===== src/hdl/msc_pkg.sv =====
package msc_pkg;

  // Line buffer limit, terminator slot included
  localparam int unsigned MaxLine = 64;
  localparam int unsigned LenW    = $clog2(MaxLine);

  // Queue between front and back
  localparam int unsigned FifoDepth = 4;
  localparam int unsigned PtrW      = $clog2(FifoDepth);
  localparam int unsigned CntW      = $clog2(FifoDepth + 1);

  localparam logic [7:0] CharCr    = 8'h0D;
  localparam logic [7:0] CharSpace = 8'h20;
  localparam logic [7:0] CharZero  = 8'h30;
  localparam logic [7:0] CharX     = 8'h78;

  localparam logic [0:0] CfgDirMin = 1'b0;
  localparam logic [0:0] CfgDirMax = 1'b1;

  localparam logic [7:0] DirMinRst = 8'd0;
  localparam logic [7:0] DirMaxRst = 8'd2;

  // Classified character as held in the queue
  typedef struct packed {
    logic [7:0] chr;
    logic       is_cr;
    logic       is_nul;
    logic       is_space;
    logic       hex_ok;
    logic [3:0] hex_val;
  } item_t;

  typedef struct packed {
    logic [7:0] dir_min;
    logic [7:0] dir_max;
  } cfg_t;

  typedef struct packed {
    logic       full;
    logic       empty;
  } fifo_stat_t;

  typedef struct packed {
    logic [7:0] m3_spd;
    logic [7:0] m3_dir;
    logic [7:0] m2_spd;
    logic [7:0] m2_dir;
    logic       status;
  } result_t;

  function automatic logic [7:0] prefix_char(input logic [2:0] idx);
    logic [7:0] c;
    unique case (idx)
      3'd0:    c = 8'h53; // S
      3'd1:    c = 8'h50; // P
      3'd2:    c = 8'h45; // E
      3'd3:    c = 8'h45; // E
      3'd4:    c = 8'h44; // D
      3'd5:    c = 8'h53; // S
      3'd6:    c = 8'h32; // 2
      default: c = 8'h00;
    endcase
    return c;
  endfunction

endpackage


===== src/hdl/msc_front.sv =====
module msc_front
  import msc_pkg::*;
(
  input  logic       clk_i,
  input  logic       rst_ni,
  input  logic       req_i,
  input  logic [7:0] chr_i,
  output logic       push_o,
  output item_t      item_o
);

  logic [LenW-1:0] len_q, len_d;
  logic            is_cr;
  logic            room;

  assign is_cr = (chr_i == CharCr);
  assign room  = (len_q < LenW'(MaxLine - 1));

  // Classify the character
  always_comb begin
    item_o.chr      = chr_i;
    item_o.is_cr    = is_cr;
    item_o.is_nul   = (chr_i == 8'h00);
    item_o.is_space = (chr_i == CharSpace);
    item_o.hex_ok   = 1'b0;
    item_o.hex_val  = 4'd0;
    if (chr_i >= 8'h30 && chr_i <= 8'h39) begin
      item_o.hex_ok  = 1'b1;
      item_o.hex_val = 4'(chr_i - 8'h30);
    end else if (chr_i >= 8'h61 && chr_i <= 8'h66) begin
      item_o.hex_ok  = 1'b1;
      item_o.hex_val = 4'(chr_i - 8'h57);
    end else if (chr_i >= 8'h41 && chr_i <= 8'h46) begin
      item_o.hex_ok  = 1'b1;
      item_o.hex_val = 4'(chr_i - 8'h37);
    end
  end

  // Drop characters past the line limit; carriage return always passes
  assign push_o = req_i && (is_cr || room);

  always_comb begin
    len_d = len_q;
    if (req_i) begin
      if (is_cr) begin
        len_d = '0;
      end else if (room) begin
        len_d = len_q + LenW'(1);
      end
    end
  end

  always_ff @(posedge clk_i or negedge rst_ni) begin
    if (!rst_ni) begin
      len_q <= '0;
    end else begin
      len_q <= len_d;
    end
  end

endmodule


===== src/hdl/msc_fifo.sv =====
module msc_fifo
  import msc_pkg::*;
(
  input  logic       clk_i,
  input  logic       rst_ni,
  input  logic       push_i,
  input  item_t      item_i,
  input  logic       pop_i,
  output item_t      head_o,
  output fifo_stat_t stat_o
);

  item_t           mem_q [FifoDepth];
  logic [PtrW-1:0] wr_q, rd_q;
  logic [CntW-1:0] cnt_q;
  logic            do_push, do_pop;

  assign stat_o.full  = (cnt_q == CntW'(FifoDepth));
  assign stat_o.empty = (cnt_q == '0);
  assign do_push      = push_i && !stat_o.full;
  assign do_pop       = pop_i && !stat_o.empty;
  assign head_o       = mem_q[rd_q];

  always_ff @(posedge clk_i) begin
    if (do_push) begin
      mem_q[wr_q] <= item_i;
    end
  end

  always_ff @(posedge clk_i or negedge rst_ni) begin
    if (!rst_ni) begin
      wr_q  <= '0;
      rd_q  <= '0;
      cnt_q <= '0;
    end else begin
      if (do_push) begin
        wr_q <= wr_q + PtrW'(1);
      end
      if (do_pop) begin
        rd_q <= rd_q + PtrW'(1);
      end
      unique case ({do_push, do_pop})
        2'b10:   cnt_q <= cnt_q + CntW'(1);
        2'b01:   cnt_q <= cnt_q - CntW'(1);
        default: cnt_q <= cnt_q;
      endcase
    end
  end

endmodule


===== src/hdl/msc_back.sv =====
module msc_back
  import msc_pkg::*;
(
  input  logic       clk_i,
  input  logic       rst_ni,
  input  cfg_t       cfg_i,
  input  logic       head_valid_i,
  input  item_t      head_i,
  output logic       pop_o,
  output logic       res_valid_o,
  input  logic       res_ready_i,
  output result_t    res_o
);

  localparam logic [4:0] PhNum0 = 5'd7;
  localparam logic [4:0] PhDone = 5'd23;
  localparam logic [4:0] PhErr  = 5'd24;

  logic [4:0] ph_q, ph_d;
  logic [7:0] hi_q, hi_d;
  logic [7:0] pd2_q, pd2_d, ps2_q, ps2_d, pd3_q, pd3_d;
  logic [7:0] ad2_q, ad2_d, as2_q, as2_d, ad3_q, ad3_d, as3_q, as3_d;
  logic       out_vld_q, out_vld_d;
  result_t    out_q, out_d;

  logic [4:0] rel;
  logic [1:0] sub;
  logic [1:0] num;
  logic [7:0] val;
  logic       is_dir;
  logic       in_range;
  logic       load;

  assign rel      = ph_q - PhNum0;
  assign sub      = rel[1:0];
  assign num      = rel[3:2];
  assign val      = hi_q | {4'd0, head_i.hex_val};
  assign is_dir   = !num[0];
  assign in_range = (val >= cfg_i.dir_min) && (val <= cfg_i.dir_max);

  // A carriage return waits until the result slot is free
  assign pop_o = head_valid_i && (!head_i.is_cr || !out_vld_q || res_ready_i);
  assign load  = pop_o && head_i.is_cr;

  always_comb begin
    ph_d  = ph_q;
    hi_d  = hi_q;
    pd2_d = pd2_q;
    ps2_d = ps2_q;
    pd3_d = pd3_q;
    ad2_d = ad2_q;
    as2_d = as2_q;
    ad3_d = ad3_q;
    as3_d = as3_q;
    out_d = out_q;
    out_vld_d = out_vld_q && !res_ready_i;
    if (load) begin
      if (ph_q == PhDone) begin
        ad2_d = pd2_q;
        as2_d = ps2_q;
        ad3_d = pd3_q;
        as3_d = hi_q;
      end
      out_d.status = (ph_q != PhDone);
      out_d.m2_dir = (ph_q == PhDone) ? pd2_q : ad2_q;
      out_d.m2_spd = (ph_q == PhDone) ? ps2_q : as2_q;
      out_d.m3_dir = (ph_q == PhDone) ? pd3_q : ad3_q;
      out_d.m3_spd = (ph_q == PhDone) ? hi_q  : as3_q;
      out_vld_d    = 1'b1;
      ph_d         = '0;
    end else if (pop_o && ph_q < PhDone) begin
      if (head_i.is_nul) begin
        ph_d = PhErr;
      end else if (ph_q < PhNum0) begin
        ph_d = (head_i.chr == prefix_char(ph_q[2:0])) ? ph_q + 5'd1 : PhErr;
      end else begin
        unique case (sub)
          2'd0: begin
            // Skip leading spaces
            if (!head_i.is_space) begin
              ph_d = (head_i.chr == CharZero) ? ph_q + 5'd1 : PhErr;
            end
          end
          2'd1: ph_d = (head_i.chr == CharX) ? ph_q + 5'd1 : PhErr;
          2'd2: begin
            if (head_i.hex_ok) begin
              hi_d = {head_i.hex_val, 4'd0};
              ph_d = ph_q + 5'd1;
            end else begin
              ph_d = PhErr;
            end
          end
          default: begin
            if (!head_i.hex_ok || (is_dir && !in_range)) begin
              ph_d = PhErr;
            end else begin
              unique case (num)
                2'd0:    pd2_d = val;
                2'd1:    ps2_d = val;
                2'd2:    pd3_d = val;
                default: hi_d  = val;
              endcase
              ph_d = ph_q + 5'd1;
            end
          end
        endcase
      end
    end
  end

  always_ff @(posedge clk_i or negedge rst_ni) begin
    if (!rst_ni) begin
      ph_q      <= '0;
      hi_q      <= '0;
      pd2_q     <= '0;
      ps2_q     <= '0;
      pd3_q     <= '0;
      ad2_q     <= '0;
      as2_q     <= '0;
      ad3_q     <= '0;
      as3_q     <= '0;
      out_vld_q <= 1'b0;
    end else begin
      ph_q      <= ph_d;
      hi_q      <= hi_d;
      pd2_q     <= pd2_d;
      ps2_q     <= ps2_d;
      pd3_q     <= pd3_d;
      ad2_q     <= ad2_d;
      as2_q     <= as2_d;
      ad3_q     <= ad3_d;
      as3_q     <= as3_d;
      out_vld_q <= out_vld_d;
    end
  end

  always_ff @(posedge clk_i) begin
    out_q <= out_d;
  end

  assign res_valid_o = out_vld_q;
  assign res_o       = out_q;

endmodule


===== src/hdl/motor_speed_command_parser.sv =====
// Motor speed command parser. Feed received characters one per request on the
// slave stream; a line ending in carriage return gives one result on the master
// stream: status 0 when the line read SPEEDS2 and four numbers of the form 0x
// and two hex digits (spaces may lead each number, both directions inside
// [direction_min, direction_max]), status 1 otherwise, plus the applied motor
// settings, which change only on status 0. A character is taken every cycle
// while the four-entry queue between the classifier and the parser has room;
// the parser drains one entry a cycle unless a carriage return is held back, so
// the sustained rate is one character per cycle while results are taken. The
// parser registers each result from its carriage return, and a carriage
// return only stalls the parser while the previous result is still waiting on
// the master side. No clearing pass follows reset.
module motor_speed_command_parser
  import msc_pkg::*;
(
  input  logic        clk_i,
  input  logic        rst_ni,
  // Configuration writes
  input  logic        cfg_we_i,
  input  logic [0:0]  cfg_idx_i,
  input  logic [7:0]  cfg_data_i,
  // Characters in
  input  logic        s_axis_tvalid,
  output logic        s_axis_tready,
  input  logic [7:0]  s_axis_tdata,   // [7:0] rx_byte
  // Results out
  output logic        m_axis_tvalid,
  input  logic        m_axis_tready,
  output logic [39:0] m_axis_tdata    // [0] status, [8:1] motor2_direction,
                                      // [16:9] motor2_speed, [24:17] motor3_direction,
                                      // [32:25] motor3_speed, [39:33] zero
);

  cfg_t       cfg_q;
  item_t      fr_item;
  logic       fr_push;
  item_t      head;
  fifo_stat_t fstat;
  logic       pop;
  result_t    res;
  logic       s_req;

  // Hold the direction bounds; the user must write only while idle; not enforced here
  always_ff @(posedge clk_i or negedge rst_ni) begin
    if (!rst_ni) begin
      cfg_q.dir_min <= DirMinRst;
      cfg_q.dir_max <= DirMaxRst;
    end else if (cfg_we_i) begin
      unique case (cfg_idx_i)
        CfgDirMin: cfg_q.dir_min <= cfg_data_i;
        default:   cfg_q.dir_max <= cfg_data_i;
      endcase
    end
  end

  assign s_axis_tready = !fstat.full;
  assign s_req         = s_axis_tvalid && s_axis_tready;

  // Front: classify and enforce the line limit
  msc_front u_front (
    .clk_i  (clk_i),
    .rst_ni (rst_ni),
    .req_i  (s_req),
    .chr_i  (s_axis_tdata),
    .push_o (fr_push),
    .item_o (fr_item)
  );

  msc_fifo u_fifo (
    .clk_i  (clk_i),
    .rst_ni (rst_ni),
    .push_i (fr_push),
    .item_i (fr_item),
    .pop_i  (pop),
    .head_o (head),
    .stat_o (fstat)
  );

  // Back: advance the parse and register the result
  msc_back u_back (
    .clk_i        (clk_i),
    .rst_ni       (rst_ni),
    .cfg_i        (cfg_q),
    .head_valid_i (!fstat.empty),
    .head_i       (head),
    .pop_o        (pop),
    .res_valid_o  (m_axis_tvalid),
    .res_ready_i  (m_axis_tready),
    .res_o        (res)
  );

  assign m_axis_tdata = {7'd0, res};

  // A result only ever follows the parser taking a carriage return
  a_res_from_cr: assert property (@(posedge clk_i) disable iff (!rst_ni)
    $rose(m_axis_tvalid) |-> $past(pop && head.is_cr))
    else $error("result raised without a carriage return");

  // A waiting result blocks the next carriage return
  a_cr_blocked: assert property (@(posedge clk_i) disable iff (!rst_ni)
    !(pop && head.is_cr && m_axis_tvalid && !m_axis_tready))
    else $error("carriage return popped over a waiting result");

  // A carriage return is never dropped by the front
  a_cr_queued: assert property (@(posedge clk_i) disable iff (!rst_ni)
    (s_req && s_axis_tdata == CharCr) |=> !fstat.empty)
    else $error("carriage return lost before the queue");

endmodule

===== config.mk =====
export PLATFORM = sky130hd
export DESIGN_NAME = motor_speed_command_parser
export DESIGN_NICKNAME = d
export VERILOG_FILES = /design/src/hdl/msc_pkg.sv /design/src/hdl/msc_front.sv /design/src/hdl/msc_fifo.sv /design/src/hdl/msc_back.sv /design/src/hdl/motor_speed_command_parser.sv
export SDC_FILE = /design/constraint.sdc
export NUM_CORES = 1
export LEC_CHECK = 0
export BUFFER_PORTS_ARGS = -buffer_cell sky130_fd_sc_hd__buf_2
export CORE_MARGIN = 2
export CORE_UTILIZATION = 45
export CTS_BUF_LIST = sky130_fd_sc_hd__clkbuf_16
export DETAILED_ROUTE_END_ITERATION = 10
export SLEW_MARGIN = 40
export SYNTH_ARGS = -nofsm -noshare
export SYNTH_HDL_FRONTEND = slang
export SYNTH_SLANG_ARGS = --single-unit
export TNS_END_PERCENT = 50

===== constraint.sdc =====
create_clock -name clk_i -period 4 [get_ports clk_i]
set_input_delay 0.6 -clock clk_i [delete_from_list [all_inputs] [get_ports clk_i]]
set_output_delay 0.6 -clock clk_i [all_outputs]
set_load 0.05 [all_outputs]

==> results of run 1 <==
power by group through the flow:
stage	logic, mW	registers, mW	clock network, mW
after floorplan	1.29	3.12	0
after global placement	2.15	2.72	0
after detailed placement	2.22	2.74	0
after CTS	2.23	2.70	1.69
after global routing	2.42	2.74	1.77
final	2.20	2.70	1.65
critical path, delay by kind of cell, from the launching register on:
kind                   cells  cell delay [ns]
and+or+nand+nor            4             1.08
muxes                      2             0.98
DFF                        1             0.50
buffers and inverters      2             0.85
sequential cells by signal (all words and copies together), names as in the netlist:
| register | flops |
|---|---|
| u_fifo.mem_q | 64 |
| u_back.res_o | 33 |
| cfg_q | 16 |
| u_back.ad2_q | 8 |
| u_back.ad3_q | 8 |
| u_back.as2_q | 8 |
| u_back.as3_q | 8 |
| u_back.hi_q | 8 |
| u_back.pd2_q | 8 |
| u_back.pd3_q | 8 |
| u_back.ps2_q | 8 |
| u_front.len_q | 6 |
| u_back.ph_q | 5 |
| u_fifo.cnt_q | 3 |
| u_fifo.rd_q | 2 |
| u_fifo.wr_q | 2 |
| u_back.res_valid_o | 1 |
worst max-delay path by stage:
stage,to,from
6_report,u_back.pd2_q[4],u_fifo.rd_q[0]
5_1_grt,u_back.pd2_q[3],u_fifo.rd_q[0]
4_1_cts,u_back.pd2_q[4],u_fifo.rd_q[0]
3_5_place_dp,u_back.pd2_q[2],u_fifo.rd_q[0]
3_3_place_gp,u_back.pd2_q[5],u_fifo.rd_q[0]
2_1_floorplan,u_back.pd2_q[0],u_fifo.rd_q[0]
logic make-up (layout without fill, tap and decap cells):
group           Yosys count  count (layout)
flops                   196             196
mux                     118             118
simple gates            116             116
compound gates           78              78
buf+inv                  58             133
fa+ha+maj                35              35
xor+xnor                 13              13
other cells               1               7
per-layer routing:
layer,routed length (µm),up-vias
li1,-,2395
met1,7747,2561
met2,8594,109
met3,574,16
met4,274,0
met5,0,-
area by class of cell:
class | instances | share of cell area [%]
Sequential cell | 196 | 53.66
Multi-Input combinational cell | 367 | 32.47
Clock buffer | 17 | 4.234
Timing Repair Buffer | 67 | 3.674
Tap cell | 265 | 3.300
Clock inverter | 15 | 1.382
Inverter | 34 | 1.283
stage by stage:
stage / setup WS [ns] / hold slack, ns
finish: 0.4585 / 0.1542
floorplan: 0.8236 / 0.3044
CTS: 0.5215 / 0.2786
global route: 0.08567 / 0.1750
global placement: 0.7623 / 0.4769
detailed placement: 0.5535 / 0.4749
cells in the final DEF, fill, tap and decap left out, types with 3 or more instances in the layout:
master                      Yosys  final
sky130_fd_sc_hd__nand4b_1       3      3
sky130_fd_sc_hd__nand2_1       25     25
sky130_fd_sc_hd__clkbuf_16      0     17
sky130_fd_sc_hd__nor4_1         3      3
sky130_fd_sc_hd__dfrtp_1       98     98
sky130_fd_sc_hd__o21ai_0       28     28
sky130_fd_sc_hd__nand3_1       12     12
sky130_fd_sc_hd__and2_1         8      8
sky130_fd_sc_hd__buf_4          8     11
sky130_fd_sc_hd__a21oi_1       19     19
sky130_fd_sc_hd__nor3_1         4      4
sky130_fd_sc_hd__nor2_1        24     24
sky130_fd_sc_hd__mux2_2       100    100
sky130_fd_sc_hd__xor2_1         5      5
sky130_fd_sc_hd__edfxtp_1      97     97
sky130_fd_sc_hd__mux4_2        10     10
sky130_fd_sc_hd__and3_1         4      4
sky130_fd_sc_hd__nand4_1        3      3
sky130_fd_sc_hd__buf_2          1     55
sky130_fd_sc_hd__inv_6          0      4
sky130_fd_sc_hd__ha_1          34     34
sky130_fd_sc_hd__xnor2_1        8      8
sky130_fd_sc_hd__inv_1         33     37
sky130_fd_sc_hd__o31ai_1        3      3
sky130_fd_sc_hd__a2111oi_0      3      3
sky130_fd_sc_hd__o211ai_1       3      3
sky130_fd_sc_hd__nand2b_1       7      7
sky130_fd_sc_hd__mux4_1         6      6
sky130_fd_sc_hd__conb_1         1      7
sky130_fd_sc_hd__a31oi_1        7      7
sky130_fd_sc_hd__or2_2          5      5
==> metrics.log, run 1 <==
INFO  metric worst-endpoint-arrival = 3.85 ns
INFO  metric min-delay-path-class = in -> async
INFO  metric critical_path_class = reg -> reg
INFO  metric power.net_switching = ~2.4 mW
INFO  metric cts-resized-gates = 0
INFO  metric root_buffer_master = sky130_fd_sc_hd__clkbuf_16
INFO  metric width_of_the_die = 144.6 µm
INFO  metric grt_antenna_before_repair = 0
INFO  metric postSynthAreaPerCell = around 14 µm²
INFO  metric finalWeightedCongestion = around 0.86
INFO  metric timing.critical_path.slowest_stage_cell = sky130_fd_sc_hd__mux4_2
INFO  metric layout.filler_cells = 1,646
INFO  metric cts-htree-levels = 4
INFO  metric net_count_final = 740
INFO  metric synth-seq-cells = 196
INFO  metric synth-compound-area-share = ~5.5%
INFO  metric setup_violations = 0
INFO  metric power.density_cell_area = 651.1 nW/µm²
INFO  metric p_comb_share = 33.6%
INFO  metric fin_skew = roughly 0.012 ns
INFO  metric worst_case_register_to_register_setup_slack = 0.46 ns
INFO  metric clkPwrFrac = ~25%
INFO  metric synth_xor_xnor_area_share = 1.279%
INFO  metric placement.io_buffers = 56
INFO  metric globalRouteMet1Util = 22.88%
INFO  metric initial_utilization = 45.73%
INFO  metric path_max_fanout = 36
INFO  metric area_contributors_post_synth = sky130_fd_sc_hd__edfxtp_1 33%, sky130_fd_sc_hd__dfrtp_1 28%, sky130_fd_sc_hd__mux2_2 13%, sky130_fd_sc_hd__ha_1 4.8%, sky130_fd_sc_hd__mux4_2 2.5%
INFO  metric worst-endpoint-required = around 4.3 ns
INFO  metric min_period = 3.542 ns
INFO  metric post_cts_buffers = 0
INFO  metric timing.final.crit_share = 88.54%
INFO  metric ff_latch_area = 5391 µm²
INFO  metric placeableCoreArea = ~19,000 µm²
INFO  metric vias = 5,081
INFO  metric numPlacedInstances = 929
INFO  metric final-hold-violation-count = 0
INFO  metric drc_errors = 0
INFO  metric grt_pass1_vias = about 5,200
INFO  metric first_pass_grt_wire_length = 27.78 mm
INFO  metric grt-busiest-layer = met2
INFO  metric ir_drop = 380.0 µV
INFO  metric diodes = 0
INFO  metric drt_pre_antenna_iters = 5
INFO  metric async_flop_share = between 50% and 60%
INFO  metric site_row_count = 51
INFO  metric io_pins = 64
INFO  metric post-route-cell-area = 10,050 µm²
INFO  metric max-slew-margin-rel = 55.39%
INFO  metric dieArea = 20,920 µm²
INFO  metric drt_iter0_markers = roughly 240
INFO  metric synth_sequential_area_ratio = 60.58%
INFO  metric numCtsBuffers = 17
INFO  metric ctsLongestPathBuffers = 2
INFO  metric postPlaceCellArea = 9478 µm²
INFO  metric cts-hold-fix-buffers = 0
INFO  metric syn2layout_area_growth = 12.89%
INFO  metric synth_top_area_share = 32.73%
INFO  metric post_layout_nonfiller_instances = 961
INFO  metric grt.met2_usage = a little under 30%
INFO  metric insertion_delay = between 0.4 and 0.5 ns
INFO  metric synthesis.area = just under 9000 µm²
INFO  metric yosys-top-cells-count = 100 x sky130_fd_sc_hd__mux2_2, 98 x sky130_fd_sc_hd__dfrtp_1, 97 x sky130_fd_sc_hd__edfxtp_1
INFO  metric number_of_pins_with_negative_max_slew_slack_in_the_final_report = 0
INFO  metric rsz0062_at_grt = no
INFO  metric synthFlopType = sky130_fd_sc_hd__dfrtp_1
INFO  metric sw_frac_of_total = between 30% and 40%
INFO  metric worst-r2r-cell-count = 8
INFO  metric p_int = around 4.2 mW
INFO  metric simple_logic_cell_fraction_of_the_synthesized_area = roughly 7.4%
INFO  metric met3_global_route_usage = approximately 3.8%
INFO  metric power.static_leakage = 4.369 nW
INFO  metric wl = 17.19 mm
INFO  metric drive_gt1_share = 32.04%
INFO  metric reg2reg_from = u_fifo.rd_q[0]
INFO  metric share_seq_of_total_power = 41.2%
INFO  metric cp-start-kind = register
INFO  metric endpoint_kind = register
INFO  metric area_used_by_multi_input_combinational_logic = between 3000 and 4000 µm²
INFO  metric overall_power_consumption = 6.541 mW
INFO  metric route.detailed.wl_per_inst = roughly 18 µm
INFO  metric critical_path.max_stage_delay = approximately 0.61 ns
INFO  metric cts_tree = done
INFO  metric grt_util_overall = 17.65%
INFO  metric grt_start_max_net_pins = 62
INFO  metric cts.sinks = 196
INFO  metric path_clk_slew = 0.07 ns
INFO  metric postRouteAntennaNets = 0
INFO  metric grt_overflow = 0
INFO  metric viasPerCell = 5.287
INFO  metric synth_edf_count = 97
INFO  metric run_status = finished, final reports clean
INFO  metric synth_top_family_by_area = multiplexers
INFO  metric layout.core_utilization = 51.62%
INFO  metric max_freq = 0.2824 GHz
INFO  metric synth_cells = just over 600
INFO  metric synthMostInstantiatedCell = sky130_fd_sc_hd__mux2_2
INFO  metric detailed_place_hpwl = 12.01 mm
INFO  metric setup_total_negative_slack = 0 ns
INFO  metric cell_by_cell_trace_of_the_critical_path = buf_4 > mux4_2 > nand3_2 > clkinv_2 > nor4_4 > nand4_2 > nor2_4 > mux2_2
INFO  metric max_slew.worst_pin.slew = 0.6692 ns
INFO  metric dominant_cell_type_by_area_after_synthesis = sky130_fd_sc_hd__edfxtp_1
INFO  metric floorplan.die.height = ~140 µm
INFO  metric reg2reg_to = u_back.pd2_q[4]
INFO  metric ys.warnings.count = 0
INFO  metric max_cap_viol_count = 0
INFO  metric area_share_of_fa_ha_maj_cells_after_synthesis = about 5%
INFO  metric synth.distinct_cells = just over 60
INFO  metric synthMuxAreaShare = 17.18%
Note: power is estimated with default switching activity, not from simulation.
==> run 2, diff against run 1 <==
clock period = 3.8 ns   (was 4 ns; I/O delays follow)
==> run 2 against run 1 <==
Effect of this change:
- setup slack worse by 0.0067 ns
- sequential cell count stayed put
- via count up 0.39%
- register-to-register slack about the same
- highest routed layer unchanged
==> metrics.log, run 2 (synthesis results as in run 1) <==
INFO  metric run_status = finished, final reports clean
INFO  metric insertion_delay = about 0.43 ns
INFO  metric drc_errors = 0
INFO  metric grt_start_max_net_pins = 42
INFO  metric min-delay-path-class = in -> async
INFO  metric cts.sinks = around 200
INFO  metric postPlaceCellArea = 9500 µm²
INFO  metric registers.top_by_ff_count = u_fifo.mem_q
INFO  metric min_period = around 3.3 ns
INFO  metric layout_commonest_cell = sky130_fd_sc_hd__mux2_2
INFO  metric root_buffer_master = sky130_fd_sc_hd__clkbuf_16
INFO  metric most-common-layout-cells = 100 x sky130_fd_sc_hd__mux2_2, 98 x sky130_fd_sc_hd__dfrtp_1, 97 x sky130_fd_sc_hd__edfxtp_1
INFO  metric viasPerCell = 5.291
INFO  metric final-hold-violation-count = 0
INFO  metric post_layout_nonfiller_instances = 964
INFO  metric power.net_switching = between 2 and 3 mW
INFO  metric fin_skew = 0.01814 ns
INFO  metric width_of_the_die = 144.6 µm
INFO  metric first_pass_grt_wire_length = 27.92 mm
INFO  metric worst-endpoint-arrival = ~3.7 ns
INFO  metric syn2layout_area_growth = 13.17%
INFO  metric detailed_place_hpwl = 12.03 mm
INFO  metric route.detailed.wl_per_inst = 17.90 µm
INFO  metric finalWeightedCongestion = 0.8756
INFO  metric sw_frac_of_total = 37.08%
INFO  metric rsz0062_at_grt = no
INFO  metric ctsLongestPathBuffers = 2
INFO  metric cp-start-kind = register
INFO  metric power.density_cell_area = roughly 690 nW/µm²
INFO  metric net_count_final = 743
INFO  metric largest_register_ffs = 64
INFO  metric grt_pass1_vias = 5,232
INFO  metric diodes = 0
INFO  metric p_int = 4.364 mW
INFO  metric grt_util_overall = 17.62%
INFO  metric grt_antenna_before_repair = 0
INFO  metric site_row_count = a little over 50
INFO  metric p_comb_share = about a third
INFO  metric setup_violations = 0
INFO  metric ir_drop = about 360 µV
INFO  metric wl = between 15 and 20 mm
INFO  metric cts_tree = done
INFO  metric post-route-cell-area = about 10,000 µm²
INFO  metric path_max_fanout = 8
INFO  metric worst-endpoint-required = 4.10 ns
INFO  metric cts-hold-fix-buffers = 0
INFO  metric clkPwrFrac = 25.3%
INFO  metric pre_cts_slack = 0.4733 ns
INFO  metric max-slew-margin-rel = about 60%
INFO  metric initial_utilization = 45.73%
INFO  metric power.static_leakage = between 4 and 5 nW
INFO  metric numPlacedInstances = 932
INFO  metric max_freq = approximately 0.3 GHz
INFO  metric dieArea = 20,920 µm²
INFO  metric max_cap_viol_count = 0
INFO  metric endpoint_kind = register
INFO  metric vias = 5,101
INFO  metric cts-htree-levels = 4
INFO  metric post_cts_buffers = 0
INFO  metric grt_overflow = 0
INFO  metric timing.final.crit_share = 88.11%
INFO  metric cts-resized-gates = 0
INFO  metric drt_pre_antenna_iters = 5
INFO  metric critical_path_class = reg -> reg
INFO  metric number_of_pins_with_negative_max_slew_slack_in_the_final_report = 0
INFO  metric share_seq_of_total_power = between 40 and 50%
INFO  metric max_slew.worst_pin.slew = 0.5997 ns
INFO  metric drt_iter0_markers = 211
INFO  metric setup_total_negative_slack = 0 ns
INFO  metric io_pins = 64
INFO  metric postRouteAntennaNets = 0
INFO  metric placement.io_buffers = 56
INFO  metric layout_setup_ws = 0.4517 ns
INFO  metric floorplan.die.height = 144.6 µm
INFO  metric drive_gt1_share = about a third
INFO  metric path_clk_slew = 0.07 ns
INFO  metric placeableCoreArea = slightly below 20,000 µm²
INFO  metric numCtsBuffers = 17
==> run 2: cell count changes in the layout (fill, tap and decap cells not counted), sizes merged <==
cell,change
inv,-1
clkinv,+3
buf,+3
clkinvlp,-1
bufinv,-1
==> run 2: worst paths after layout <==
kind | from | to | slack, ns | cells past startpoint
max | u_fifo.rd_q[0] | u_back.pd2_q[3] | 0.45 | 10
min | rst_ni | cfg_q[12] | 0.11 | 1
max reg2reg | u_fifo.rd_q[0] | u_back.pd2_q[3] | 0.45 | 10
min reg2reg | u_fifo.cnt_q[2] | u_fifo.cnt_q[2] | 0.50 | 1
max in group asynchronous | rst_ni | u_back.hi_q[7] | 2.84 | 2
min in group clk_i | cfg_data_i[5] | cfg_q[13] | 0.36 | 3
==> run 2: critical path, stage by stage, from the launching register on <==
cell and delay, ns:
sky130_fd_sc_hd__dfrtp_1 0.47, sky130_fd_sc_hd__mux4_2 0.55, sky130_fd_sc_hd__or2_2 0.36, sky130_fd_sc_hd__ha_1 0.33, sky130_fd_sc_hd__nor2b_1 0.15, sky130_fd_sc_hd__o211ai_1 0.17, sky130_fd_sc_hd__a21oi_1 0.08, sky130_fd_sc_hd__o221ai_1 0.25
sky130_fd_sc_hd__nand4_2 0.23, sky130_fd_sc_hd__nor2_4 0.27, sky130_fd_sc_hd__mux2_2 0.36
==> run 2: area by class of cell <==
cell class	instances	area (µm²)
clock inverters	15	146.4
repair buffers	70	387.9
inverters	34	127.6
multi-input cells	367	3262
flip-flops and latches	196	5391
clock buffers	17	425.4
well taps	265	331.6
fillers	1626	9390
==> run 2: power groups by stage <==
stage                     sequential (mW)  clock, mW  combinational, mW
after floorplan                      3.28          0               1.36
after global placement               2.86          0               2.28
after detailed placement             2.88          0               2.36
after CTS                            2.84       1.80               2.37
after global routing                 2.87       1.89               2.57
final                                2.83       1.75               2.35
==> run 2: per-layer routing <==
metal	routed length [µm]	global-route usage, %	share of wire [%]	up-vias
met3	563	3.576	3.3	15
met5	0	0	0	-
met4	284	5.621	1.6	0
li1	-	-	-	2404
met2	8712	29.71	50	103
met1	7692	22.99	45	2579
==> run 2: metrics by stage <==
stage          utilization, %  hold slack [ns]  power (mW)
6_report                51.75           0.1093       6.936
2_1_floorplan               -           0.2744       4.640
4_1_cts                 51.75           0.1127       7.004
3_3_place_gp            48.80           0.4697       5.141
3_5_place_dp            48.81           0.4860       5.240
5_1_grt                 51.75           0.1442       7.333
